--- src/rtl/fpsr_pkg.sv ---
// Package for the flow packet sequence recorder.
// Types, command/status codes, register indexes and constants.
// No dependencies.
package fpsr_pkg;

  // Command codes
  localparam logic CMD_PACKET = 1'b0;
  localparam logic CMD_READ   = 1'b1;

  // Result status codes
  localparam logic [2:0] ST_RECORDED  = 3'd0;
  localparam logic [2:0] ST_DUPLICATE = 3'd1;
  localparam logic [2:0] ST_ZERO_SKIP = 3'd2;
  localparam logic [2:0] ST_FULL      = 3'd3;
  localparam logic [2:0] ST_READ      = 3'd4;

  // Configuration register indexes (selected by paddr[2])
  localparam logic REG_INCLUDE_ZERO = 1'b0;
  localparam logic REG_SKIP_DUP     = 1'b1;

  localparam int APB_AW = 3;

  // A drop of more than this below the remembered value counts as a wrap
  localparam logic [31:0] WRAP_LIMIT = 32'd4252017623;

  // Direction index: client-to-server entries live at 0
  localparam logic DIR_CLIENT = 1'b0;
  localparam logic DIR_SERVER = 1'b1;

  typedef struct packed {
    logic include_zero_length;
    logic skip_duplicates;
  } cfg_t;

  // Per-direction memory of the last packet not skipped as a duplicate
  typedef struct packed {
    logic [31:0] seq;
    logic [31:0] ack;
    logic [15:0] length;
    logic [7:0]  flags;
  } hist_t;

  // One recorded packet
  typedef struct packed {
    logic [63:0] arrival;
    logic        direction;
    logic [7:0]  flags;
    logic [15:0] size;
  } entry_t;

endpackage

--- src/rtl/fpsr_ram.sv ---
// Generic single-port-write, single-port-read RAM with registered read data.
// No dependencies.
module fpsr_ram #(
  parameter int WIDTH = 8,
  parameter int DEPTH = 32,
  parameter int AW    = (DEPTH > 1) ? $clog2(DEPTH) : 1
) (
  input  logic             clk,
  input  logic             we,
  input  logic [AW-1:0]    waddr,
  input  logic [WIDTH-1:0] wdata,
  input  logic [AW-1:0]    raddr,
  output logic [WIDTH-1:0] rdata
);

  logic [WIDTH-1:0] mem [DEPTH];

  // write port
  always_ff @(posedge clk) begin
    if (we) begin
      mem[waddr] <= wdata;
    end
  end

  // registered read port
  always_ff @(posedge clk) begin
    rdata <= mem[raddr];
  end

endmodule

--- src/rtl/fpsr_apb.sv ---
// APB configuration registers of the packet sequence recorder.
// Depends on fpsr_pkg.
module fpsr_apb
  import fpsr_pkg::*;
(
  input  logic              clk,
  input  logic              rst,
  input  logic              psel,
  input  logic              penable,
  input  logic              pwrite,
  input  logic [APB_AW-1:0] paddr,
  input  logic [31:0]       pwdata,
  output logic [31:0]       prdata,
  output logic              pready,
  output cfg_t              cfg
);

  logic wr_en;
  logic reg_sel;

  assign pready  = 1'b1;
  assign wr_en   = psel && penable && pwrite;
  assign reg_sel = paddr[2];

  // register writes
  always_ff @(posedge clk) begin
    if (rst) begin
      cfg <= '0;
    end else if (wr_en) begin
      unique case (reg_sel)
        REG_INCLUDE_ZERO: cfg.include_zero_length <= pwdata[0];
        REG_SKIP_DUP:     cfg.skip_duplicates     <= pwdata[0];
        default: ;
      endcase
    end
  end

  // read mux
  always_comb begin
    prdata = '0;
    unique case (reg_sel)
      REG_INCLUDE_ZERO: prdata[0] = cfg.include_zero_length;
      REG_SKIP_DUP:     prdata[0] = cfg.skip_duplicates;
      default:          prdata = '0;
    endcase
  end

endmodule

--- src/rtl/fpsr_dup.sv ---
// Retransmission match: compares a packet against its direction's history.
// Depends on fpsr_pkg.
module fpsr_dup
  import fpsr_pkg::*;
(
  input  hist_t cur,
  input  hist_t prev,
  output logic  match
);

  logic [31:0] seq_diff;
  logic [31:0] ack_diff;
  logic        seq_stale;
  logic        ack_stale;

  // wrap-aware "did not advance": at most prev, and not far enough below to be a wrap
  assign seq_diff  = prev.seq - cur.seq;
  assign ack_diff  = prev.ack - cur.ack;
  assign seq_stale = (cur.seq <= prev.seq) && (seq_diff <= WRAP_LIMIT);
  assign ack_stale = (cur.ack <= prev.ack) && (ack_diff <= WRAP_LIMIT);

  assign match = seq_stale && ack_stale &&
                 (cur.length == prev.length) && (cur.flags == prev.flags);

endmodule

--- src/rtl/flow_packet_sequence_recorder_top.sv ---
// Flow packet sequence recorder, top level.
// Depends on fpsr_pkg, fpsr_ram, fpsr_apb, fpsr_dup.
//
// Usage:
//   Input words are issued with start and taken at an edge where busy is low.
//   command selects packet processing or a read of a recorded entry; new_flow
//   clears the record (count and per-direction history) before the word runs.
//   Each word yields one result word, shown on the result ports for one cycle
//   while done is high. The receiver cannot stall; results are never held.
//   A taken word sets busy, and no new word is taken while busy is high. On
//   acceptance the history RAM and the entry RAM are read (registered read
//   data); in the busy cycle the block decides, writes the RAMs as the
//   outcome needs, registers the result word and raises done.
//   Configuration goes through the APB port (include_zero_length at 0x0,
//   skip_duplicates at 0x4) and must be written by the user only while the
//   block is idle; the block itself does not enforce this.
//   Reset clears the configuration, the count and the history valid bits;
//   no clearing pass is needed, entries above the count are never shown.
module flow_packet_sequence_recorder_top
  import fpsr_pkg::*;
#(
  parameter int MAX_PACKETS = 32
) (
  input  logic              clk,
  input  logic              rst,
  // APB configuration port
  input  logic              psel,
  input  logic              penable,
  input  logic              pwrite,
  input  logic [APB_AW-1:0] paddr,
  input  logic [31:0]       pwdata,
  output logic [31:0]       prdata,
  output logic              pready,
  // command channel
  input  logic              start,
  output logic              busy,
  input  logic              command,
  input  logic              new_flow,
  input  logic              from_client,
  input  logic              is_tcp,
  input  logic [31:0]       seq_number,
  input  logic [31:0]       ack_number,
  input  logic [15:0]       payload_length,
  input  logic [15:0]       wire_length,
  input  logic [7:0]        tcp_flag_bits,
  input  logic [63:0]       arrival_time,
  input  logic [4:0]        read_index,
  // result channel
  output logic              done,
  output logic [2:0]        status,
  output logic [5:0]        recorded_count,
  output logic              want_more,
  output logic [15:0]       entry_size,
  output logic [7:0]        entry_flags,
  output logic              entry_direction,
  output logic [63:0]       entry_time
);

  localparam int CW = $clog2(MAX_PACKETS + 1);
  localparam int AW = (MAX_PACKETS > 1) ? $clog2(MAX_PACKETS) : 1;
  localparam logic [CW-1:0] CNT_MAX = CW'(MAX_PACKETS);

  cfg_t cfg;

  fpsr_apb u_apb (
    .clk     (clk),
    .rst     (rst),
    .psel    (psel),
    .penable (penable),
    .pwrite  (pwrite),
    .paddr   (paddr),
    .pwdata  (pwdata),
    .prdata  (prdata),
    .pready  (pready),
    .cfg     (cfg)
  );

  // ---------------------------------------------------------------
  // Accept and capture the input word
  // ---------------------------------------------------------------
  logic accept;
  logic dir_in;

  assign accept = start && !busy;
  assign dir_in = from_client ? DIR_CLIENT : DIR_SERVER;

  logic        cmd_q;
  logic        nf_q;
  logic        fc_q;
  logic        dir_q;
  logic        tcp_q;
  hist_t       cur_q;
  logic [15:0] wlen_q;
  logic [63:0] ts_q;
  logic [4:0]  ridx_q;

  always_ff @(posedge clk) begin
    if (accept) begin
      cmd_q         <= command;
      nf_q          <= new_flow;
      fc_q          <= from_client;
      dir_q         <= dir_in;
      tcp_q         <= is_tcp;
      cur_q.seq     <= seq_number;
      cur_q.ack     <= ack_number;
      cur_q.length  <= payload_length;
      cur_q.flags   <= tcp_flag_bits;
      wlen_q        <= wire_length;
      ts_q          <= arrival_time;
      ridx_q        <= read_index;
    end
  end

  always_ff @(posedge clk) begin
    if (rst) begin
      busy <= 1'b0;
    end else begin
      busy <= accept;
    end
  end

  // ---------------------------------------------------------------
  // Memories: per-direction history and recorded entries
  // ---------------------------------------------------------------
  logic              hist_we;
  hist_t             hist_rd;
  logic              ent_we;
  entry_t            ent_wdata;
  entry_t            ent_rd;
  logic [AW-1:0]     ent_waddr;
  logic [AW-1:0]     ent_raddr;
  logic [AW+4:0]     ridx_ext;
  logic [CW-1:0]     cnt;
  logic [CW-1:0]     cnt_eff;
  logic [CW-1:0]     cnt_next;

  // read address from the input port; only meaningful when ridx is below the count
  assign ridx_ext  = {{AW{1'b0}}, read_index};
  assign ent_raddr = ridx_ext[AW-1:0];

  fpsr_ram #(
    .WIDTH ($bits(hist_t)),
    .DEPTH (2)
  ) u_hist_ram (
    .clk   (clk),
    .we    (hist_we),
    .waddr (dir_q),
    .wdata (cur_q),
    .raddr (dir_in),
    .rdata (hist_rd)
  );

  fpsr_ram #(
    .WIDTH ($bits(entry_t)),
    .DEPTH (MAX_PACKETS)
  ) u_entry_ram (
    .clk   (clk),
    .we    (ent_we),
    .waddr (ent_waddr),
    .wdata (ent_wdata),
    .raddr (ent_raddr),
    .rdata (ent_rd)
  );

  // ---------------------------------------------------------------
  // Decide: runs in the busy cycle
  // ---------------------------------------------------------------
  logic [1:0]      hist_valid;
  logic [1:0]      hist_valid_next;
  logic            hv;
  hist_t           hist_eff;
  logic            dup_match;
  logic            is_dup;
  logic            ridx_ok;
  logic [2:0]      st_next;
  entry_t          out_ent_next;
  logic [CW+4:0]   ridx_cmp;
  logic [CW+4:0]   cnt_cmp;

  assign cnt_eff  = nf_q ? '0 : cnt;
  assign hv       = !nf_q && hist_valid[dir_q];
  assign hist_eff = hv ? hist_rd : '0;

  fpsr_dup u_dup (
    .cur   (cur_q),
    .prev  (hist_eff),
    .match (dup_match)
  );

  assign is_dup    = cfg.skip_duplicates && tcp_q && (cnt_eff != '0) && dup_match;
  assign ridx_cmp  = {{CW{1'b0}}, ridx_q};
  assign cnt_cmp   = {5'b0, cnt_eff};
  assign ridx_ok   = ridx_cmp < cnt_cmp;
  assign ent_waddr = cnt_eff[AW-1:0];

  assign ent_wdata.arrival   = ts_q;
  assign ent_wdata.direction = fc_q;
  assign ent_wdata.flags     = cur_q.flags;
  assign ent_wdata.size      = wlen_q;

  always_comb begin
    hist_we      = 1'b0;
    ent_we       = 1'b0;
    cnt_next     = cnt_eff;
    st_next      = ST_READ;
    out_ent_next = '0;
    if (cmd_q == CMD_READ) begin
      st_next = ST_READ;
      if (ridx_ok) begin
        out_ent_next = ent_rd;
      end
    end else if (is_dup) begin
      st_next = ST_DUPLICATE;
    end else begin
      hist_we = busy;
      if (wlen_q == 16'd0 && !cfg.include_zero_length) begin
        st_next = ST_ZERO_SKIP;
      end else if (cnt_eff < CNT_MAX) begin
        ent_we   = busy;
        cnt_next = cnt_eff + CW'(1);
        st_next  = ST_RECORDED;
      end else begin
        st_next = ST_FULL;
      end
    end
  end

  // history valid bits: a new flow forgets both directions
  always_comb begin
    hist_valid_next = nf_q ? 2'b00 : hist_valid;
    if (hist_we) begin
      hist_valid_next[dir_q] = 1'b1;
    end
  end

  always_ff @(posedge clk) begin
    if (rst) begin
      cnt        <= '0;
      hist_valid <= 2'b00;
      done       <= 1'b0;
    end else begin
      done <= busy;
      if (busy) begin
        cnt        <= cnt_next;
        hist_valid <= hist_valid_next;
      end
    end
  end

  // ---------------------------------------------------------------
  // Result register
  // ---------------------------------------------------------------
  logic [CW+5:0] cnt_ext;

  assign cnt_ext = {6'b0, cnt_next};

  always_ff @(posedge clk) begin
    if (busy) begin
      status          <= st_next;
      recorded_count  <= cnt_ext[5:0];
      want_more       <= cnt_next < CNT_MAX;
      entry_size      <= out_ent_next.size;
      entry_flags     <= out_ent_next.flags;
      entry_direction <= out_ent_next.direction;
      entry_time      <= out_ent_next.arrival;
    end
  end

  // ---------------------------------------------------------------
  // Assertions
  // ---------------------------------------------------------------
  a_busy_single: assert property (@(posedge clk) disable iff (rst)
    busy |=> !busy && done)
    else $error("busy lasted more than one cycle or no result followed");

  a_done_after_busy: assert property (@(posedge clk) disable iff (rst)
    done |-> $past(busy))
    else $error("result strobe without a preceding busy cycle");

  a_cnt_bound: assert property (@(posedge clk) disable iff (rst)
    cnt <= CNT_MAX)
    else $error("stored count above capacity");

  a_want_more: assert property (@(posedge clk) disable iff (rst)
    done |-> (want_more == (cnt < CNT_MAX)))
    else $error("want_more disagrees with the stored count");

  a_packet_no_entry: assert property (@(posedge clk) disable iff (rst)
    done && (status != ST_READ) |->
      (entry_size == 16'd0) && (entry_flags == 8'd0) &&
      (entry_direction == 1'b0) && (entry_time == 64'd0))
    else $error("packet result carries entry data");

endmodule
--- config.mk ---
export PLATFORM = sky130hd
export DESIGN_NAME = flow_packet_sequence_recorder_top
export DESIGN_NICKNAME = d
export VERILOG_FILES = /design/src/rtl/fpsr_pkg.sv /design/src/rtl/fpsr_ram.sv /design/src/rtl/fpsr_apb.sv /design/src/rtl/fpsr_dup.sv /design/src/rtl/flow_packet_sequence_recorder_top.sv
export SDC_FILE = /design/constraint.sdc
export NUM_CORES = 2
export LEC_CHECK = 0
export BUFFER_PORTS_ARGS = -buffer_cell sky130_fd_sc_hd__buf_2
export CAP_MARGIN = 20
export CORE_ASPECT_RATIO = 0.5
export CORE_UTILIZATION = 56
export DETAILED_ROUTE_END_ITERATION = 10
export PLACE_DENSITY = 0.76
export SLEW_MARGIN = 10
export SYNTH_ARGS = -nofsm -noshare
export SYNTH_HDL_FRONTEND = slang
export SYNTH_HIERARCHICAL = 1
export SYNTH_SLANG_ARGS = --single-unit
export TNS_END_PERCENT = 30
--- constraint.sdc ---
create_clock -name clk -period 11.2 [get_ports clk]
set_input_delay 1.12 -clock clk [delete_from_list [all_inputs] [get_ports clk]]
set_output_delay 1.12 -clock clk [all_outputs]
set_load 0.01 [all_outputs]
* Word-level counts from Yosys, hierarchy flattened
Memories as Yosys holds them, arrays and structs flattened. A register that Yosys moved wholly into a read port is not among the register bits. Cells that the tools add are included.
Word-level totals: register bits after elaboration 289, RAM bits 3024, input bits 218, output and inout port bits 134, word-level logic and storage cells 94, memories kept 2
Cells by class: $add $sub $neg 3, order comparisons 9, equality and inequality tests 2, muxes and demuxes 27, bitwise gates (word level) 2, reductions and logical operators 23
Memory list:
- u_entry_ram.mem | words 32, width 89, rd ports 1, clocked after memory_dff 1, write ports 1, RTL line fpsr_ram.sv:16 | logic [WIDTH-1:0] mem [DEPTH];
- u_hist_ram.mem | words 2, width 88, rd ports 1, clocked after memory_dff 1, write ports 1, RTL line fpsr_ram.sv:16
Operators by type and width (count):
- two-way mux 88 bit | 1
- less-or-equal comparator 32 bit | 2
- less-or-equal comparator 32 bit, second input constant | 2
- subtractor 32 bit | 2
- two-way mux 6 bit | 5
- == test 16 bit | 1
- logical NOT 16 bit | 1
- two-way mux 1 bit | 15
- logical AND 1 bit | 14
- < comparator 6 bit, second input constant | 2
- == test 8 bit | 1
- two-way mux 2 bit | 4
- adder 6 x 1 -> 6 bit, second input constant | 1
- < comparator 5 x 6 -> 1 bit | 1
- AND reduction 2 bit | 3
- nonzero test 6 bit | 1
- logical NOT 1 bit | 3
- < comparator 1 x 2 -> 1 bit, second input constant | 1
- bitwise OR 2 bit | 1
- one-hot mux 1 bit (2 select lines) | 1
- OR reduction 2 bit | 1
- demux 1 bit (select 1 bit) | 1
- >= comparator 1 bit, second input constant | 1
- NOT 1 bit | 1

* Logic depth before layout (Yosys ltp)
depth after elaboration 15, mapped depth 25, gate-level depth less buffers 23

* Cells and area by module
The synthesis kept the hierarchy.
By module, submodules not included:
- fpsr_ram at u_entry_ram | instances 1, cells each 5204, area an instance 109989.2 µm²
- flow_packet_sequence_recorder_top | instances 1, cells each 586, area an instance 10390.0 µm²
- fpsr_ram at u_hist_ram | instances 1, cells each 364, area an instance 8200.4 µm²
- fpsr_dup | instances 1, cells each 656, area an instance 4295.4 µm²
- fpsr_apb | instances 1, cells each 44, area an instance 352.8 µm²

* Least setup slack after synthesis
OpenSTA, ideal clock, no wires.
path kind register to register, from register busy, to register cmd_q, enable pin, arrival time 9708 ps, data required time 10463 ps, setup slack 755 ps, cell stages (with the launch flop) 3, path buffers 1, clock period less this slack 10445 ps, path through dfxtp_1 -> clkbuf_1 -> nor2b_1
Between the ends: word-level cells in the longest chain between the ends 2
Ends and longest elaborated chain:
- from (decl) | RTL line flow_packet_sequence_recorder_top.sv:36 | output logic busy,
- from (signal assigned) | RTL line flow_packet_sequence_recorder_top.sv:118 | busy <= accept;
- logical NOT 1 bit | RTL line flow_packet_sequence_recorder_top.sv:84 | assign accept = start && !busy;
- logical AND 1 bit | RTL line flow_packet_sequence_recorder_top.sv:84
- net accept | RTL line flow_packet_sequence_recorder_top.sv:81 | logic accept;
- to (signal assigned) | RTL line flow_packet_sequence_recorder_top.sv:99 | cmd_q <= command;
- to (decl) | RTL line flow_packet_sequence_recorder_top.sv:87 | logic cmd_q;
The timed path passes the listed nets, and every way through them passes these cells. A chain may end at the register's enable or synchronous reset.

==> results.py <==
metrics = {
    "clock_tree": {
        "cts-root-buf": "clkbuf_16",
        "clock_latency_ps": 880,
        "ctsLongestPathBuffers": 4,
        "cts_tree": "built",
        "cts-buffers-inserted": 296,
        "ctsResizeCount": 0,
        "cts_hold_buffers": 0,
        "ctsHtreeMaxLevel": 5,
        "cts_setup_buffers": 0,
        "clk_pin_slew_ps": 70,
        "cts_sinks": 3490,
    },
    "die": {
        "die_y_um": 346.9,
        "die_w_um": 691.8,
        "die-area_mm2": 0.2400,
        "io_pins": 352,
        "start_util_pct": 56.41,
        "rows": 126,
        "core-area_mm2": 0.2362,
    },
    "logic_synthesis": {
        "ys_seq_area_share_pct": 77.24,
        "ys_types": 89,
        "ys_top_cells_by_area": "edfxtp_1 74%, mux4_2 6.0%, mux2i_1 5.4%, dfxtp_1 2.8%, a22oi_1 2.7%",
        "synth.most_common_cell": "edfxtp_1",
        "synth_top_cell_area_share_pct": 74.40,
        "ys_seq_elements": 3490,
        "ys.flop_type": "edfxtp_1",
        "synthArstFlopShare_pct": 0,
        "syn-instance-count": 6854,
        "synth_top_cell_by_area": "edfxtp_1",
        "synth-edff-count": 3301,
        "syn_avg_cell_area_um2": 19.44,
        "yosys_warnings": 6,
        "synth_common_cells": "3301 x edfxtp_1, 716 x mux2i_1, 475 x a22oi_1",
        "syn_area_mm2": 0.1332,
    },
    "routing": {
        "vias": 68898,
        "drt-total-wl_um": 321200,
        "drt_iter0_drc": 9285,
        "ant_nets": 0,
        "avgViaCountPerCell": 6.503,
        "dr.pass1.iters": 8,
        "avgRoutedWirePerCell_um": 30.32,
        "drcViolationCount": 0,
    },
    "flow_run": {
        "cap_viol_max_count": 0,
    },
    "sta": {
        "post-route-period-util_pct": 79.50,
        "finalClockSkew_ps": 88.77,
        "tns_ps": 0,
        "worst_pin_slew_ps": 1254,
        "fin_hold_ws_ps": 416.5,
        "rsz0062_at_grt": "no",
        "setup_viol": 0,
        "hold_viol_final": 0,
        "maxSlewHeadroom_pct": 16.43,
        "min_period_ps": 8903,
        "fmax_ghz": 0.1123,
        "final_max_slew_viol_count": 0,
    },
    "finish": {
        "fin_util_pct": 62.67,
        "fin_cells": 10595,
        "syn2layout_area_growth_pct": 11.08,
        "fin_nets": 7517,
        "drive_above_1_share_pct": 18.04,
    },
    "worst_setup_path": {
        "critPathLaunch": "nf_q",
        "crit_fanout": 31,
        "cp-start-kind": "register",
        "worstPathArrival_ps": 9390,
        "reg2reg_from": "nf_q",
        "crit_type": "register to register",
        "cp-end-kind": "register",
        "critPathRequiredTime_ps": 11690,
    },
    "grt": {
        "antenna_found_initial": 8,
        "grt_usage_pct": 26.26,
        "grt_pass1_vias": 66891,
        "grt_max_degree": 151,
        "grt.overflow.total": 0,
        "grt_first_pass_wirelength_um": 458200,
    },
    "placement": {
        "dp_hpwl_um": 159100,
        "dp.cells": 10064,
        "gp_routability_congestion": 0.8138,
        "portBuffers": 286,
    },
    "hold_path": {
        "min_path_type": "input port to register",
        "worstHoldStart": "arrival_time[62]",
    },
    "power": {
        "leakagePower_uw": 0.04958,
        "peakVddDrop_mv": 0.1374,
        "power.density_mw_per_mm2": 174.1,
    },
    "outcome": {
        "status": "finished, final reports clean",
    },
}
where the power goes:
part	switching [µW]	internal [µW]	leakage, µW	total (µW)
registers	182	14400	0.0315	14600
logic	658	408	0.0136	1070
clock network	4510	5570	0.00453	10100
total	5350	20400	0.0496	25800
final cells by class:
type                    count  area [µm²]
multi-input cells        2932       28540
repair buffers            422        3000
fillers                 15525       88170
well taps                3136        3924
diodes                      2       5.005
clock buffers             418        8339
flip-flops and latches   3490      102900
clock inverters           107       942.2
inverters                  88       332.8
stage by stage:
| step | cell area, µm² | power (µW) | setup slack, ps |
|---|---|---|---|
| after floorplan | 133300 | 15550 | 754.8 |
| after global placement | 138600 | 15920 | 2482 |
| after detailed placement | 138600 | 15950 | 2420 |
| after CTS | 147900 | 25850 | 2397 |
| after global routing | 148000 | 26430 | 1764 |
| final | 148000 | 25770 | 2297 |
registers in the layout, summed over array words and instances (netlist names), 2 cells and up:
signal / count
cnt: 6
cur_q: 88
entry_flags: 8
entry_size: 16
entry_time: 64
hist_valid: 2
recorded_count: 6
ridx_q: 5
status: 3
ts_q: 64
u_apb/cfg: 2
u_entry_ram/mem: 2848
u_entry_ram/rdata: 89
u_hist_ram/mem: 176
u_hist_ram/rdata: 88
wlen_q: 16
critical path: stages (launching register included):
cell and delay [ps]:
edfxtp_1 600, nor2_4 670, and2_1 230, ha_1 300, a21oi_1 180, o21ai_1 150, a221o_1 420, o211ai_1 270
a21oi_1 150, o221ai_1 340, or4b_1 480, and4b_1 180, a2111oi_0 700, a221oi_2 240, and4b_1 320, o22ai_4 240
o21a_1 270, and3_1 280, nand3b_1 710, nor2_4 300, buf_4 710, buf_4 730
logic make-up (layout without fill, tap and decap cells):
kind of cell / after synthesis / in the layout / synth area share [%]
flip-flops: 3490 / 3490 / 77.24
multiplexers: 1163 / 1163 / 12.23
AO/OA/AOI/OAI: 816 / 816 / 4.497
AND/OR/NAND/NOR: 781 / 781 / 3.200
buffers and inverters: 462 / 1035 / 1.698
XOR/XNOR: 71 / 71 / 0.4667
adder cells (fa/ha/maj): 69 / 69 / 0.6593
other: 2 / 34 / 0.005637
layer usage:
metal	vias up	track usage, %	wire length, µm	share of wire, %
met3	632	4.991	37610	12
li1	28488	-	-	-
met4	2	8.497	10820	3.4
met5	-	0	13	0.0040
met1	35480	38.21	125200	39
met2	4296	40.69	147600	46
final timing paths:
| kind | to | cells after the start | slack, ps |
|---|---|---|---|
| max | u_entry_ram/mem[17][66] | 21 | 2300 |
| min | ts_q[62] | 1 | 420 |
| max reg2reg | u_entry_ram/mem[17][66] | 21 | 2300 |
| min reg2reg | u_hist_ram/rdata[30] | 1 | 460 |
cell usage in the layout (no fill, tap or decap), types with 55 or more instances in the layout:
master / netlist / routed
a31oi_1: 67 / 67
ha_1: 67 / 67
mux4_2: 357 / 357
nand3_1: 204 / 204
a22o_1: 55 / 55
buf_2: 115 / 282
buf_4: 66 / 96
clkbuf_16: 0 / 307
clkbuf_1: 162 / 87
a21oi_1: 66 / 66
dfxtp_1: 189 / 188
mux2_2: 70 / 70
inv_1: 88 / 87
a22oi_1: 475 / 475
mux2i_1: 716 / 716
nor2_1: 96 / 60
edfxtp_1: 3301 / 3301
nand2_1: 73 / 73
and2_1: 196 / 192
Power figures use the tool's default switching activity.
